## src/rtl/core/tse_pkg.sv

```systemverilog
// ----------------------------------------------------------------------------
// TLS hello SNI extractor package
// Shared types and constants for the server name extractor.
// ----------------------------------------------------------------------------
package tse_pkg;

    localparam int unsigned RANDOM_BYTES = 32;
    localparam logic [15:0] SNI_EXT_TYPE = 16'd0;
    localparam logic [7:0]  SNI_HOST_NAME_TYPE = 8'd0;
    localparam logic [7:0]  CCS_BYTE = 8'd1;
    localparam logic [20:0] HS_TYPE_MASK = 21'h11F817;
    localparam logic [7:0]  CT_CCS = 8'd20;
    localparam logic [7:0]  CT_HANDSHAKE = 8'd22;
    localparam logic [7:0]  CT_LOW = 8'd20;
    localparam logic [7:0]  CT_HIGH = 8'd23;
    localparam logic [7:0]  HS_CLIENT_HELLO = 8'd1;
    localparam logic [7:0]  HS_SERVER_HELLO = 8'd2;
    localparam logic [16:0] COUNT_MAX = 17'h1FFFF;
    localparam logic [16:0] REC_HDR_BYTES = 17'd5;
    localparam logic [16:0] HS_HDR_BYTES = 17'd9;
    localparam int unsigned FIFO_DEPTH = 4;

    localparam logic [0:0] CFG_MIN_VERSION = 1'b0;
    localparam logic [0:0] CFG_MAX_VERSION = 1'b1;

    typedef enum logic [2:0] {
        ST_OK          = 3'd0,
        ST_BAD_CONTENT = 3'd1,
        ST_BAD_REC_VER = 3'd2,
        ST_TRUNCATED   = 3'd3,
        ST_BAD_HS_TYPE = 3'd4,
        ST_BAD_HS_VER  = 3'd5,
        ST_BAD_CCS     = 3'd6
    } t_status;

    typedef enum logic [4:0] {
        P_REC_CT, P_REC_VER, P_REC_LEN, P_HS_TYPE, P_HS_LEN, P_HS_VER,
        P_RANDOM, P_SID_LEN, P_SID, P_SRV_CS, P_CS_LEN, P_CS, P_COMP_LEN, P_COMP,
        P_EXT_LEN, P_EXT_TYPE, P_EXT_LEN2, P_EXT_BODY, P_LIST_LEN, P_LIST_TYPE,
        P_NAME_LEN, P_NAME, P_CCS, P_DONE
    } t_phase;

    typedef struct packed {
        logic        kind;
        logic [7:0]  name_byte;
        logic [7:0]  content_type;
        logic [15:0] record_version;
        logic [7:0]  handshake_type;
        logic [15:0] handshake_version;
        logic [15:0] cipher_suite;
        logic        domain_found;
        logic [15:0] name_length;
        logic [2:0]  status;
        logic        last_of_run;
    } t_result;

endpackage

```

## src/rtl/core/tse_in_if.sv

```systemverilog
// ----------------------------------------------------------------------------
// Payload byte channel
// Valid/ready channel carrying one segment byte and its end mark.
// ----------------------------------------------------------------------------
interface tse_in_if;
    logic       valid;
    logic       ready;
    logic [7:0] data_byte;
    logic       end_of_payload;

    modport source (output valid, output data_byte, output end_of_payload, input ready);
    modport sink (input valid, input data_byte, input end_of_payload, output ready);
endinterface

```

## src/rtl/core/tse_out_if.sv

```systemverilog
// ----------------------------------------------------------------------------
// Result channel
// Valid/ready channel carrying host name bytes and segment summaries.
// ----------------------------------------------------------------------------
interface tse_out_if;
    logic        valid;
    logic        ready;
    logic        kind;
    logic [7:0]  name_byte;
    logic [7:0]  content_type;
    logic [15:0] record_version;
    logic [7:0]  handshake_type;
    logic [15:0] handshake_version;
    logic [15:0] cipher_suite;
    logic        domain_found;
    logic [15:0] name_length;
    logic [2:0]  status;
    logic        last_of_run;

    modport source (output valid, output kind, output name_byte, output content_type,
        output record_version, output handshake_type, output handshake_version,
        output cipher_suite, output domain_found, output name_length, output status,
        output last_of_run, input ready);
    modport sink (input valid, input kind, input name_byte, input content_type,
        input record_version, input handshake_type, input handshake_version,
        input cipher_suite, input domain_found, input name_length, input status,
        input last_of_run, output ready);
endinterface

```

## src/rtl/core/tls_hello_sni_extractor.sv

```systemverilog
// ----------------------------------------------------------------------------
// TLS hello SNI extractor
// Parses one TLS segment a byte at a time and streams the server name.
// ----------------------------------------------------------------------------
// One payload byte is parsed per cycle; a byte is taken in every cycle while
// the four-entry result queue has room for two results. A host name byte gives
// one result, the byte marked as end of payload gives a summary (after the
// name byte it may also carry), and the parser then returns to its start.
// Results leave the queue one per cycle while the receiver is ready, so a slow
// receiver holds off the payload bytes once the queue fills.
module tls_hello_sni_extractor (
    input  logic              i_clk,
    input  logic              i_rst_n,
    input  logic              i_cfg_we,
    input  logic [0:0]        i_cfg_idx,
    input  logic [15:0]       i_cfg_data,
    tse_in_if.sink            i_in,
    tse_out_if.source         o_res
);

    localparam int unsigned PW = $clog2(tse_pkg::FIFO_DEPTH);

    logic [15:0]     r_min_ver, r_max_ver;
    tse_pkg::t_phase r_phase, n_phase;
    logic [15:0]     r_fc, n_fc;
    logic [16:0]     r_pc, n_pc;
    logic [7:0]      r_ct, n_ct;
    logic [15:0]     r_rv, n_rv;
    logic [15:0]     r_rs, n_rs;
    logic [7:0]      r_ht, n_ht;
    logic [23:0]     r_hs, n_hs;
    logic [15:0]     r_hv, n_hv;
    logic [15:0]     r_cs, n_cs;
    logic [15:0]     r_ext, n_ext;
    logic [15:0]     r_skip, n_skip;
    logic [15:0]     r_hl, n_hl;
    logic            r_hd, n_hd;
    logic [2:0]      r_err, n_err;
    logic            r_sni, n_sni;

    tse_pkg::t_result r_fifo [tse_pkg::FIFO_DEPTH];
    logic [PW-1:0]    r_wr, r_rd;
    logic [PW:0]      r_cnt;

    logic            acc, pop;
    logic [7:0]      b;
    logic            wdone;
    logic [15:0]     fc1;
    logic            name_out;
    tse_pkg::t_status st;
    tse_pkg::t_result name_res, sum_res;

    function automatic logic ver_ok(input logic [15:0] v, input logic [15:0] lo,
                                    input logic [15:0] hi);
        return (v >= lo) && (v <= hi);
    endfunction

    assign acc = i_in.valid && i_in.ready;
    assign pop = o_res.valid && o_res.ready;
    assign b   = i_in.data_byte;
    assign i_in.ready = (r_cnt <= (PW+1)'(tse_pkg::FIFO_DEPTH - 2));
    assign wdone = (r_fc != 16'd0);
    assign fc1 = r_fc + 16'd1;

    always_comb begin
        logic [15:0] wv;
        n_phase = r_phase; n_fc = r_fc; n_ct = r_ct; n_rv = r_rv; n_rs = r_rs;
        n_ht = r_ht; n_hs = r_hs; n_hv = r_hv; n_cs = r_cs; n_ext = r_ext;
        n_skip = r_skip; n_hl = r_hl; n_hd = r_hd; n_err = r_err; n_sni = r_sni;
        name_out = 1'b0;
        n_pc = (r_pc < tse_pkg::COUNT_MAX) ? r_pc + 17'd1 : r_pc;
        wv = 16'd0;
        if (r_phase >= tse_pkg::P_EXT_TYPE && r_phase <= tse_pkg::P_NAME && r_ext != 16'd0) begin
            n_ext = r_ext - 16'd1;
        end
        case (r_phase)
            tse_pkg::P_REC_CT: begin
                n_ct = b;
                if (b < tse_pkg::CT_LOW || b > tse_pkg::CT_HIGH) begin
                    n_err = tse_pkg::ST_BAD_CONTENT; n_phase = tse_pkg::P_DONE;
                end else begin
                    n_phase = tse_pkg::P_REC_VER;
                end
            end
            tse_pkg::P_REC_VER: begin
                wv = wdone ? {r_rv[7:0], b} : {8'd0, b};
                n_rv = wv; n_fc = wdone ? 16'd0 : fc1;
                if (wdone) begin
                    if (!ver_ok(wv, r_min_ver, r_max_ver)) begin
                        n_err = tse_pkg::ST_BAD_REC_VER; n_phase = tse_pkg::P_DONE;
                    end else begin
                        n_phase = tse_pkg::P_REC_LEN;
                    end
                end
            end
            tse_pkg::P_REC_LEN: begin
                n_rs = wdone ? {r_rs[7:0], b} : {8'd0, b};
                n_fc = wdone ? 16'd0 : fc1;
                if (wdone) begin
                    if (r_ct == tse_pkg::CT_HANDSHAKE) n_phase = tse_pkg::P_HS_TYPE;
                    else if (r_ct == tse_pkg::CT_CCS) n_phase = tse_pkg::P_CCS;
                    else n_phase = tse_pkg::P_DONE;
                end
            end
            tse_pkg::P_HS_TYPE: begin
                n_ht = b;
                if (b > 8'd20 || !tse_pkg::HS_TYPE_MASK[b[4:0]]) begin
                    n_err = tse_pkg::ST_BAD_HS_TYPE; n_phase = tse_pkg::P_DONE;
                end else begin
                    n_phase = tse_pkg::P_HS_LEN;
                end
            end
            tse_pkg::P_HS_LEN: begin
                n_hs = (r_fc == 16'd0) ? {16'd0, b} : {r_hs[15:0], b};
                if (fc1 >= 16'd3) begin
                    n_fc = 16'd0; n_phase = tse_pkg::P_HS_VER;
                end else begin
                    n_fc = fc1;
                end
            end
            tse_pkg::P_HS_VER: begin
                wv = wdone ? {r_hv[7:0], b} : {8'd0, b};
                n_hv = wv; n_fc = wdone ? 16'd0 : fc1;
                if (wdone) begin
                    if (!ver_ok(wv, r_min_ver, r_max_ver)) begin
                        n_err = tse_pkg::ST_BAD_HS_VER; n_phase = tse_pkg::P_DONE;
                    end else if (r_ht == tse_pkg::HS_CLIENT_HELLO ||
                                 r_ht == tse_pkg::HS_SERVER_HELLO) begin
                        n_skip = 16'(tse_pkg::RANDOM_BYTES); n_phase = tse_pkg::P_RANDOM;
                    end else begin
                        n_phase = tse_pkg::P_DONE;
                    end
                end
            end
            tse_pkg::P_RANDOM, tse_pkg::P_SID, tse_pkg::P_CS, tse_pkg::P_COMP,
            tse_pkg::P_EXT_BODY: begin
                n_skip = r_skip - 16'd1;
                if (n_skip == 16'd0) begin
                    case (r_phase)
                        tse_pkg::P_RANDOM: n_phase = tse_pkg::P_SID_LEN;
                        tse_pkg::P_SID: n_phase = (r_ht == tse_pkg::HS_SERVER_HELLO) ?
                            tse_pkg::P_SRV_CS : tse_pkg::P_CS_LEN;
                        tse_pkg::P_CS: n_phase = tse_pkg::P_COMP_LEN;
                        tse_pkg::P_COMP: n_phase = tse_pkg::P_EXT_LEN;
                        default: n_phase = (n_ext == 16'd0) ? tse_pkg::P_DONE :
                            tse_pkg::P_EXT_TYPE;
                    endcase
                end
            end
            tse_pkg::P_SID_LEN: begin
                n_skip = {8'd0, b};
                if (b != 8'd0) n_phase = tse_pkg::P_SID;
                else n_phase = (r_ht == tse_pkg::HS_SERVER_HELLO) ?
                    tse_pkg::P_SRV_CS : tse_pkg::P_CS_LEN;
            end
            tse_pkg::P_SRV_CS: begin
                wv = wdone ? {r_skip[7:0], b} : {8'd0, b};
                n_skip = wv; n_fc = wdone ? 16'd0 : fc1;
                if (wdone) begin
                    n_cs = wv; n_phase = tse_pkg::P_DONE;
                end
            end
            tse_pkg::P_CS_LEN: begin
                wv = wdone ? {r_skip[7:0], b} : {8'd0, b};
                n_skip = wv; n_fc = wdone ? 16'd0 : fc1;
                if (wdone) n_phase = (wv != 16'd0) ? tse_pkg::P_CS : tse_pkg::P_COMP_LEN;
            end
            tse_pkg::P_COMP_LEN: begin
                n_skip = {8'd0, b};
                n_phase = (b != 8'd0) ? tse_pkg::P_COMP : tse_pkg::P_EXT_LEN;
            end
            tse_pkg::P_EXT_LEN: begin
                wv = wdone ? {r_ext[7:0], b} : {8'd0, b};
                n_ext = wv; n_fc = wdone ? 16'd0 : fc1;
                if (wdone) n_phase = (wv == 16'd0) ? tse_pkg::P_DONE : tse_pkg::P_EXT_TYPE;
            end
            tse_pkg::P_EXT_TYPE: begin
                wv = wdone ? {r_skip[7:0], b} : {8'd0, b};
                n_skip = wv; n_fc = wdone ? 16'd0 : fc1;
                if (wdone) begin
                    n_sni = (wv == tse_pkg::SNI_EXT_TYPE); n_phase = tse_pkg::P_EXT_LEN2;
                end
            end
            tse_pkg::P_EXT_LEN2: begin
                wv = wdone ? {r_skip[7:0], b} : {8'd0, b};
                n_skip = wv; n_fc = wdone ? 16'd0 : fc1;
                if (wdone) begin
                    if (r_sni) n_phase = tse_pkg::P_LIST_LEN;
                    else if (wv != 16'd0) n_phase = tse_pkg::P_EXT_BODY;
                    else n_phase = (n_ext == 16'd0) ? tse_pkg::P_DONE : tse_pkg::P_EXT_TYPE;
                end
            end
            tse_pkg::P_LIST_LEN: begin
                wv = wdone ? {r_skip[7:0], b} : {8'd0, b};
                n_skip = wv; n_fc = wdone ? 16'd0 : fc1;
                if (wdone) n_phase = tse_pkg::P_LIST_TYPE;
            end
            tse_pkg::P_LIST_TYPE: begin
                n_phase = (b != tse_pkg::SNI_HOST_NAME_TYPE || r_skip == 16'd0) ?
                    tse_pkg::P_DONE : tse_pkg::P_NAME_LEN;
            end
            tse_pkg::P_NAME_LEN: begin
                wv = wdone ? {r_skip[7:0], b} : {8'd0, b};
                n_skip = wv; n_fc = wdone ? 16'd0 : fc1;
                if (wdone) begin
                    n_hl = wv;
                    n_phase = (wv == 16'd0) ? tse_pkg::P_DONE : tse_pkg::P_NAME;
                end
            end
            tse_pkg::P_NAME: begin
                name_out = 1'b1;
                if (fc1 >= r_hl) begin
                    n_fc = 16'd0; n_hd = 1'b1; n_phase = tse_pkg::P_DONE;
                end else begin
                    n_fc = fc1;
                end
            end
            tse_pkg::P_CCS: begin
                if (b != tse_pkg::CCS_BYTE) begin
                    n_err = tse_pkg::ST_BAD_CCS; n_phase = tse_pkg::P_DONE;
                end else begin
                    n_phase = tse_pkg::P_DONE;
                end
            end
            default: begin
            end
        endcase
    end

    always_comb begin
        logic rec_short, hs_short;
        rec_short = (n_pc >= tse_pkg::REC_HDR_BYTES) &&
                    ((n_pc - tse_pkg::REC_HDR_BYTES) < {1'b0, n_rs});
        hs_short  = (n_pc >= tse_pkg::HS_HDR_BYTES) &&
                    ({7'd0, n_pc - tse_pkg::HS_HDR_BYTES} < n_hs);
        st = tse_pkg::ST_OK;
        if (n_err == tse_pkg::ST_BAD_CONTENT || n_err == tse_pkg::ST_BAD_REC_VER) begin
            st = tse_pkg::t_status'(n_err);
        end else if (n_phase <= tse_pkg::P_REC_LEN || rec_short) begin
            st = tse_pkg::ST_TRUNCATED;
        end else if (n_ct == tse_pkg::CT_HANDSHAKE) begin
            if (n_err == tse_pkg::ST_BAD_HS_TYPE) st = tse_pkg::ST_BAD_HS_TYPE;
            else if (n_phase == tse_pkg::P_HS_TYPE || n_phase == tse_pkg::P_HS_LEN ||
                     hs_short) st = tse_pkg::ST_TRUNCATED;
            else if (n_err == tse_pkg::ST_BAD_HS_VER) st = tse_pkg::ST_BAD_HS_VER;
            else if (n_phase == tse_pkg::P_HS_VER) st = tse_pkg::ST_TRUNCATED;
        end else if (n_ct == tse_pkg::CT_CCS) begin
            if (n_err == tse_pkg::ST_BAD_CCS || n_phase == tse_pkg::P_CCS) begin
                st = tse_pkg::ST_BAD_CCS;
            end
        end

        name_res = '0;
        name_res.name_byte = b;
        name_res.last_of_run = !i_in.end_of_payload;

        sum_res = '0;
        sum_res.kind = 1'b1;
        sum_res.content_type = n_ct;
        sum_res.record_version = n_rv;
        sum_res.handshake_type = n_ht;
        sum_res.handshake_version = n_hv;
        sum_res.cipher_suite = n_cs;
        sum_res.domain_found = n_hd;
        sum_res.name_length = n_hl;
        sum_res.status = st;
        sum_res.last_of_run = 1'b1;
    end

    always_ff @(posedge i_clk) begin
        logic [PW:0]   pushes;
        logic [PW-1:0] wp;
        pushes = (PW+1)'(acc && name_out) + (PW+1)'(acc && i_in.end_of_payload);
        wp = r_wr;
        if (acc && name_out) begin
            r_fifo[wp] <= name_res;
            wp = wp + PW'(1);
        end
        if (acc && i_in.end_of_payload) begin
            r_fifo[wp] <= sum_res;
            wp = wp + PW'(1);
        end
        if (!i_rst_n) begin
            r_min_ver <= 16'd768; r_max_ver <= 16'd772;
            r_wr <= '0; r_rd <= '0; r_cnt <= '0;
        end else begin
            if (i_cfg_we) begin
                case (i_cfg_idx)
                    tse_pkg::CFG_MIN_VERSION: r_min_ver <= i_cfg_data;
                    tse_pkg::CFG_MAX_VERSION: r_max_ver <= i_cfg_data;
                    default: begin
                    end
                endcase
            end
            r_wr <= wp;
            if (pop) r_rd <= r_rd + PW'(1);
            r_cnt <= r_cnt + pushes - (PW+1)'(pop);
        end
        if (!i_rst_n || (acc && i_in.end_of_payload)) begin
            r_phase <= tse_pkg::P_REC_CT; r_fc <= '0; r_pc <= '0; r_ct <= '0;
            r_rv <= '0; r_rs <= '0; r_ht <= '0; r_hs <= '0; r_hv <= '0; r_cs <= '0;
            r_ext <= '0; r_skip <= '0; r_hl <= '0; r_hd <= 1'b0; r_err <= '0;
            r_sni <= 1'b0;
        end else if (acc) begin
            r_phase <= n_phase; r_fc <= n_fc; r_pc <= n_pc; r_ct <= n_ct;
            r_rv <= n_rv; r_rs <= n_rs; r_ht <= n_ht; r_hs <= n_hs; r_hv <= n_hv;
            r_cs <= n_cs; r_ext <= n_ext; r_skip <= n_skip; r_hl <= n_hl;
            r_hd <= n_hd; r_err <= n_err; r_sni <= n_sni;
        end
    end

    assign o_res.valid             = (r_cnt != '0);
    assign o_res.kind              = r_fifo[r_rd].kind;
    assign o_res.name_byte         = r_fifo[r_rd].name_byte;
    assign o_res.content_type      = r_fifo[r_rd].content_type;
    assign o_res.record_version    = r_fifo[r_rd].record_version;
    assign o_res.handshake_type    = r_fifo[r_rd].handshake_type;
    assign o_res.handshake_version = r_fifo[r_rd].handshake_version;
    assign o_res.cipher_suite      = r_fifo[r_rd].cipher_suite;
    assign o_res.domain_found      = r_fifo[r_rd].domain_found;
    assign o_res.name_length       = r_fifo[r_rd].name_length;
    assign o_res.status            = r_fifo[r_rd].status;
    assign o_res.last_of_run       = r_fifo[r_rd].last_of_run;

`ifndef SYNTHESIS
    a_cnt_bound: assert property (@(posedge i_clk) disable iff (!i_rst_n)
        r_cnt <= (PW+1)'(tse_pkg::FIFO_DEPTH))
        else $error("result queue overflow");
    a_end_clears: assert property (@(posedge i_clk) disable iff (!i_rst_n)
        acc && i_in.end_of_payload |=> r_phase == tse_pkg::P_REC_CT && r_pc == '0)
        else $error("parser not cleared after end of payload");
    a_host_done: assert property (@(posedge i_clk) disable iff (!i_rst_n)
        r_hd |-> r_phase == tse_pkg::P_DONE)
        else $error("host name done outside done phase");
    a_ptr_gap: assert property (@(posedge i_clk) disable iff (!i_rst_n)
        PW'(r_wr - r_rd) == r_cnt[PW-1:0])
        else $error("queue pointers disagree with count");
`endif

endmodule

```

## src/flat_wrapper.sv

```systemverilog
// flat-port wrapper written by rule: the top's interface ports become plain ports
module tls_hello_sni_extractor_flat 
  (i_clk, i_rst_n, i_cfg_we, i_cfg_idx, i_cfg_data, i_in_valid, i_in_data_byte, i_in_end_of_payload, i_in_ready, o_res_valid, o_res_kind, o_res_name_byte, o_res_content_type, o_res_record_version, o_res_handshake_type, o_res_handshake_version, o_res_cipher_suite, o_res_domain_found, o_res_name_length, o_res_status, o_res_last_of_run, o_res_ready);
  tse_in_if i_in_i ();
  tse_out_if o_res_i ();
  input  logic i_clk;
  input  logic i_rst_n;
  input  logic i_cfg_we;
  input  logic [0:0] i_cfg_idx;
  input  logic [15:0] i_cfg_data;
  input wire logic [$bits(i_in_i.valid)-1:0] i_in_valid;
  input wire logic [$bits(i_in_i.data_byte)-1:0] i_in_data_byte;
  input wire logic [$bits(i_in_i.end_of_payload)-1:0] i_in_end_of_payload;
  output wire logic [$bits(i_in_i.ready)-1:0] i_in_ready;
  output wire logic [$bits(o_res_i.valid)-1:0] o_res_valid;
  output wire logic [$bits(o_res_i.kind)-1:0] o_res_kind;
  output wire logic [$bits(o_res_i.name_byte)-1:0] o_res_name_byte;
  output wire logic [$bits(o_res_i.content_type)-1:0] o_res_content_type;
  output wire logic [$bits(o_res_i.record_version)-1:0] o_res_record_version;
  output wire logic [$bits(o_res_i.handshake_type)-1:0] o_res_handshake_type;
  output wire logic [$bits(o_res_i.handshake_version)-1:0] o_res_handshake_version;
  output wire logic [$bits(o_res_i.cipher_suite)-1:0] o_res_cipher_suite;
  output wire logic [$bits(o_res_i.domain_found)-1:0] o_res_domain_found;
  output wire logic [$bits(o_res_i.name_length)-1:0] o_res_name_length;
  output wire logic [$bits(o_res_i.status)-1:0] o_res_status;
  output wire logic [$bits(o_res_i.last_of_run)-1:0] o_res_last_of_run;
  input wire logic [$bits(o_res_i.ready)-1:0] o_res_ready;
  assign i_in_i.valid = i_in_valid;
  assign i_in_i.data_byte = i_in_data_byte;
  assign i_in_i.end_of_payload = i_in_end_of_payload;
  assign i_in_ready = i_in_i.ready;
  assign o_res_valid = o_res_i.valid;
  assign o_res_kind = o_res_i.kind;
  assign o_res_name_byte = o_res_i.name_byte;
  assign o_res_content_type = o_res_i.content_type;
  assign o_res_record_version = o_res_i.record_version;
  assign o_res_handshake_type = o_res_i.handshake_type;
  assign o_res_handshake_version = o_res_i.handshake_version;
  assign o_res_cipher_suite = o_res_i.cipher_suite;
  assign o_res_domain_found = o_res_i.domain_found;
  assign o_res_name_length = o_res_i.name_length;
  assign o_res_status = o_res_i.status;
  assign o_res_last_of_run = o_res_i.last_of_run;
  assign o_res_i.ready = o_res_ready;
  tls_hello_sni_extractor u_core (.i_clk(i_clk), .i_rst_n(i_rst_n), .i_cfg_we(i_cfg_we), .i_cfg_idx(i_cfg_idx), .i_cfg_data(i_cfg_data), .i_in(i_in_i), .o_res(o_res_i));
endmodule
```

## config.mk

```make
export PLATFORM = sky130hd
export DESIGN_NAME = tls_hello_sni_extractor_flat
export DESIGN_NICKNAME = d
export VERILOG_FILES = /design/src/rtl/core/tse_pkg.sv /design/src/rtl/core/tse_in_if.sv /design/src/rtl/core/tse_out_if.sv /design/src/rtl/core/tls_hello_sni_extractor.sv /design/src/flat_wrapper.sv
export SDC_FILE = /design/constraint.sdc
export NUM_CORES = 1
export LEC_CHECK = 0
export ABC_AREA = 1
export ABC_CLOCK_PERIOD_IN_PS = 7590
export BUFFER_PORTS_ARGS = -buffer_cell sky130_fd_sc_hd__buf_4
export CAP_MARGIN = 30
export CORE_ASPECT_RATIO = 0.6
export CORE_MARGIN = 2
export CORE_UTILIZATION = 40
export DETAILED_ROUTE_END_ITERATION = 16
export GPL_ROUTABILITY_DRIVEN = 0
export PLACE_DENSITY = 0.65
export SYNTH_ARGS = -nofsm -noshare
export SYNTH_HDL_FRONTEND = slang
export SYNTH_SLANG_ARGS = --single-unit
```

## constraint.sdc

```tcl
create_clock -name i_clk -period 7.59 [get_ports i_clk]
set_input_delay 1.518 -clock i_clk [delete_from_list [all_inputs] [get_ports i_clk]]
set_output_delay 1.518 -clock i_clk [all_outputs]
set_load 0.01 [all_outputs]
```

# After elaboration in Yosys (flattened, before gate mapping)
# Memories as Yosys holds them, arrays and structs flattened. A register that Yosys moved wholly into a read port is not among the register bits.
# Index checks and enable logic that the tools add are counted.
[classes]
n_eq_ne = 41
n_lt_le_gt_ge = 19
mux = 88
add_sub_neg = 12
bitwise = 1
reduce_logical = 46
[ops]
columns = ["op", "n"]
rows = [
  ["$mux W16", 20],
  ["$mux W5", 24],
  ["$logic_not A16 Y1", 6],
  ["$pmux W5 S19", 1],
  ["$pmux W16 S4", 1],
  ["$ge A16 B16 Y1", 3],
  ["$mux W24", 2],
  ["$mux W3", 16],
  ["$pmux W16 S3", 1],
  ["$reduce_bool A16 Y1", 3],
  ["$eq A5 B4 Y1 const B", 8],
  ["$eq A5 B5 Y1 const B", 8],
  ["$eq A8 B5 Y1 const B", 4],
  ["$le A16 B16 Y1", 2],
  ["$sub A16 B1 Y16 const B", 2],
  ["$eq A5 B3 Y1 const B", 6],
  ["$lt A17 B24 Y1", 1],
  ["$pmux W5 S4", 1],
  ["$mux W2", 9],
  ["$add A17 B1 Y17 const B", 1],
  ["$ge A17 B3 Y1 const B", 1],
  ["$ge A17 B4 Y1 const B", 1],
  ["$lt A17 B16 Y1", 1],
  ["$lt A17 B17 Y1 const B", 1],
  ["43 further kinds", 84],
]
[totals]
mem_count = 2
regBits = 234
ram_bits = 376
rom_bits = 32
out_inout_bits = 96
word_cells = 230
inputBits = 31
[memory_table]
columns = ["memory", "words", "word_bits", "rd", "rd_clocked_by_memory_dff", "write_ports", "line_no", "source"]
rows = [
  ["u_core.r_fifo", 4, 94, 1, 1, 2, "tls_hello_sni_extractor.sv:41", "tse_pkg::t_result r_fifo [tse_pkg::FIFO_DEPTH];"],
  ["(no name shown)", 32, 1, 1, 0, 0, "tls_hello_sni_extractor.sv:107", "if (b > 8'd20 || !tse_pkg::HS_TYPE_MASK[b[4:0]]) begin"],
]

# Longest topological paths before layout
[depth]
ltp_word = 18
depth_mapped = 33
depth_no_buf = 30

# Worst setup path after synthesis
# Ideal clock, no wire load.
[synth_path]
path_kind = "input to register"
startpoint = "input i_in_valid"
endpoint = "memory u_core.r_fifo[0][10] (netlist name), enable pin"
path_slack_ns = 1.915
t_required_ns = 6.767
t_arrival_ns = 4.852
path_stages = 11
setup_time_ns = 0.823
n_path_buf = 3
path_cell_list = "nand2_1 clkbuf_1 nor2_1 inv_1 o21ai_0 inv_1 ha_1 nand2_1 clkbuf_1 clkbuf_1 nand2_1"
[synth_lines]
columns = ["item", "line_no", "source"]
rows = [
  ["start: declaration", "flat_wrapper.sv:11", "input wire logic [$bits(i_in_i.valid)-1:0] i_in_valid;"],
  ["end: declaration", "tls_hello_sni_extractor.sv:41", ""],
]

==> flow_metrics.env <==
export IMPL_final_setup_tns_ps=0
export IMPL_worstPathRequired_ps=8070
export IMPL_io_pins=127
export IMPL_grt_setup_unrepaired="false"
export IMPL_fmax_ghz=0.198
export IMPL_min_path_type="reg -> reg"
export IMPL_skew_ps=25.3
export IMPL_grt_overflow_total=0
export IMPL_clkPwrFrac_pct=25.4
export IMPL_wire_per_inst_um=18.9
export IMPL_worst_ep_arrival_time_ps=5530
export IMPL_drv_cap=0
export IMPL_combinationalPowerShare_pct=40.9
export IMPL_die_area_um2=84400
export IMPL_die_w_um=374
export IMPL_p_int_w=0.00707
export IMPL_grt_max_degree=171
export IMPL_grt_antenna_before_repair=2
export IMPL_worstSetupPathType="reg -> reg"
export IMPL_leakage_nw=15.2
export IMPL_path_common_cell="nand2_1"
export IMPL_firstDrtPassIters=8
export IMPL_grt_pass1_wl_mm=154
export IMPL_drt_initial_drc_count=3671
export IMPL_grt_pass1_vias=25500
export IMPL_start_util_pct=40.3
export IMPL_synthArstFlopShare_pct=0
export IMPL_status="finished, final reports clean"
export IMPL_post_cts_buffers=0
export IMPL_synth_top_area_share_pct=30.8
export IMPL_drc=0
export IMPL_synth_distinct_cells=54
export IMPL_clk_latency_ps=660
export IMPL_synth_flop_cell="edfxtp_1"
export IMPL_syn_avg_cell_area_um2=7.84
export IMPL_postSynthCellCount=4185
export IMPL_htree_levels=2
export IMPL_clockRootBuffer="clkbuf_16"
export IMPL_cp_max_fo=30
export IMPL_route_vias_total=28800
export IMPL_period_needed_ps=5050
export IMPL_max_slew_worst_pin_slew_ps=1070
export IMPL_clk_pin_slew_ps=70
export IMPL_wl_mm=100
export IMPL_peakVddDrop_v=0.000227
export IMPL_slowest_delay_ps=500
export IMPL_place_area_um2=34700
export IMPL_ys_seq_elements=612
export IMPL_end_kind="flop"
export IMPL_dp_hpwl_mm=67.8
export IMPL_worst_hold_slack_ps=447
export IMPL_finalInstanceArea_um2=36700
export IMPL_nFillCells=8007
export IMPL_setup_viol=0
export IMPL_drt_vias_per_instance=5.43
export IMPL_ant_nets=0
export IMPL_layout_drive_gt1_share_pct=8.22
export IMPL_rows=81
export IMPL_cts_sinks=612
export IMPL_reg2reg_slack_ps=2540
export IMPL_clock_path_buffers=3
export IMPL_slowest_stage="inv_1"
export IMPL_ctsHoldBuffers=0
export IMPL_seq_area_frac_synth_pct=47.6
export IMPL_core_area_um2=81300
export IMPL_n_antenna_cell=0
export IMPL_power_density_nw_per_um2=328
export IMPL_cts_resized=0
export IMPL_p_seq_share_pct=33.6
export IMPL_yosys_area_top_type="edfxtp_1"
export IMPL_drv_slew=0
export IMPL_cts_tree="yes"
export IMPL_synth_area_leaders="edfxtp_1 31%, dfxtp_1 17%, nor2_1 8.7%"
export IMPL_p_sw_w=0.00496
export IMPL_p_sw_share_pct=41.2
export IMPL_numCtsBuffers=56
export IMPL_synthToLayoutAreaGrowth_pct=11.8
export IMPL_syn_num_nets=4330
export IMPL_synth_edf_count=336
export IMPL_fin_nets=4333
export IMPL_fin_crit_sh_pct=66.6
export IMPL_startpoint_type="flop"
export IMPL_yosys_warnings=0
export IMPL_grt_total_usage_pct=23.3
export IMPL_port_buffers=126
export IMPL_finalHoldViolCount=0
export IMPL_syn_cell_area_um2=32800
export IMPL_chipHeight_um=226
export IMPL_slew_headroom_pct=28.1
==> power groups by stage <==
stage	Sequential, W	Clock, W	Combinational [W]
2_1_floorplan	0.00402	0	0.00328
3_3_place_gp	0.00410	0	0.00473
3_5_place_dp	0.00411	0	0.00481
4_1_cts	0.00404	0.00309	0.00483
5_1_grt	0.00408	0.00322	0.00545
6_report	0.00405	0.00306	0.00492
==> synthesized netlist by cell type (all sizes together), types with 3 or more instances <==
| library cell | instances |
|---|---|
| a211oi | 13 |
| a21oi | 235 |
| a221oi | 5 |
| a22oi | 15 |
| a31oi | 20 |
| buf | 38 |
| clkbuf | 186 |
| clkinv | 6 |
| dfxtp | 276 |
| edfxtp | 336 |
| ha | 113 |
| inv | 534 |
| nand2 | 660 |
| nand3 | 108 |
| nand3b | 9 |
| nand4 | 43 |
| nor2 | 786 |
| nor3 | 30 |
| nor4 | 5 |
| o211ai | 88 |
| o21a | 5 |
| o21ai | 478 |
| o21bai | 4 |
| o22ai | 116 |
| o31ai | 3 |
| or2 | 3 |
| xnor2 | 10 |
| xor2 | 50 |
==> registers in the layout, indices dropped and copies added (netlist names), 5 cells and up, named ones only <==
register          flops
u_core.r_cs          16
u_core.r_ct           8
u_core.r_ext         16
u_core.r_fc          16
u_core.r_fifo       376
u_core.r_hl          16
u_core.r_hs          24
u_core.r_ht           8
u_core.r_hv          16
u_core.r_max_ver     16
u_core.r_min_ver     16
u_core.r_pc          17
u_core.r_phase        5
u_core.r_rs          16
u_core.r_rv          16
u_core.r_skip        16
==> layer usage <==
layer / vias up / global-route usage (%) / share of wire [%]
li1: 13900 / - / -
met1: 13400 / 37.1 / 49
met2: 1380 / 31.8 / 39
met3: 115 / 5.40 / 11
met4: 2 / 3.71 / 1.4
met5: - / 0 / 0.013
==> path summary, 6_finish.rpt <==
path | startpoint | endpoint | depth (start not counted)
setup / recovery | u_core.r_fc[0]$_SDFFE_PP0P_ | u_core.r_fifo[3][1]$_DFFE_PP_ | 28
hold / removal | u_core.r_fifo[1][93]$_SDFFE_PP1P_ | u_core.r_fifo[1][93]$_SDFFE_PP1P_ | 2
setup reg to reg | u_core.r_fc[0]$_SDFFE_PP0P_ | u_core.r_fifo[3][1]$_DFFE_PP_ | 28
hold reg to reg | u_core.r_fifo[1][93]$_SDFFE_PP1P_ | u_core.r_fifo[1][93]$_SDFFE_PP1P_ | 2
==> kinds of logic (layout without fill, tap and decap cells) <==
kind of cell	after synthesis	in the layout	synth area share, %
and+or+nand+nor	1646	1646	20.7
buffers and inverters	764	815	8.96
AOI/OAI and AO/OA	989	989	16.8
adders and majority gates	114	114	4.37
xor gates and xnor gates	60	60	1.60
DFF	612	612	47.6
==> worst max-delay path: cells and delay by family, from the launching register on <==
family	cells	cell delay, ps
buf+inv	4	1150
flops	1	490
simple gates	19	2060
compound gates	3	580
fa+ha+maj	2	560
==> layout make-up <==
class                      instances  area [µm²]  area share, %
inverter                         540        2040           5.56
multi-input combinational       2809       14300           39.0
clock inverter                    25         313          0.853
timing repair buffer             169        1360           3.70
sequential                       612       15600           42.6
clock buffer                      81        1670           4.55
tap                             1079        1350           3.68
==> cells in the final DEF, fill, tap and decap left out, types with 4 or more instances in the layout <==
| cell type | netlist | layout |
|---|---|---|
| xor2_1 | 50 | 50 |
| ha_1 | 113 | 113 |
| clkinv_1 | 6 | 12 |
| o21ai_0 | 475 | 475 |
| a221oi_1 | 5 | 5 |
| inv_1 | 522 | 519 |
| nand4_1 | 43 | 43 |
| nand2_4 | 5 | 15 |
| clkinv_2 | 0 | 4 |
| nor2_1 | 763 | 763 |
| nand2_2 | 20 | 20 |
| nor4_1 | 4 | 4 |
| edfxtp_1 | 336 | 336 |
| nand3b_1 | 9 | 9 |
| o22ai_1 | 116 | 116 |
| nand3_1 | 106 | 106 |
| nor3_1 | 26 | 26 |
| clkbuf_8 | 0 | 11 |
| a211oi_1 | 13 | 13 |
| o21a_1 | 5 | 5 |
| a31oi_1 | 20 | 20 |
| buf_2 | 20 | 6 |
| nor2_2 | 14 | 14 |
| buf_4 | 3 | 156 |
| clkbuf_16 | 0 | 59 |
| o21bai_1 | 4 | 4 |
| nor2_4 | 8 | 8 |
| dfxtp_1 | 276 | 274 |
| inv_4 | 2 | 4 |
| a22oi_1 | 15 | 15 |
| inv_2 | 10 | 12 |
| clkbuf_1 | 186 | 11 |
| bufinv_16 | 0 | 5 |
| xnor2_1 | 10 | 10 |
| a21oi_1 | 234 | 234 |
| clkinvlp_4 | 0 | 4 |
| o211ai_1 | 88 | 88 |
| nand2_1 | 634 | 624 |
==> per-stage QoR <==
| stage | util [%] | worst slack, ps | cells | power (W) |
|---|---|---|---|---|
| after floorplan | - | 1920 | 4185 | 0.00731 |
| after global placement | 42.5 | 2660 | 5199 | 0.00883 |
| after detailed placement | 42.7 | 2530 | 5209 | 0.00891 |
| after CTS | 45.1 | 2720 | 5315 | 0.0120 |
| after global routing | 45.1 | 2100 | 5315 | 0.0127 |
| final | 45.1 | 2540 | 5315 | 0.0120 |
No activity file was read; power rests on OpenSTA's default activity.
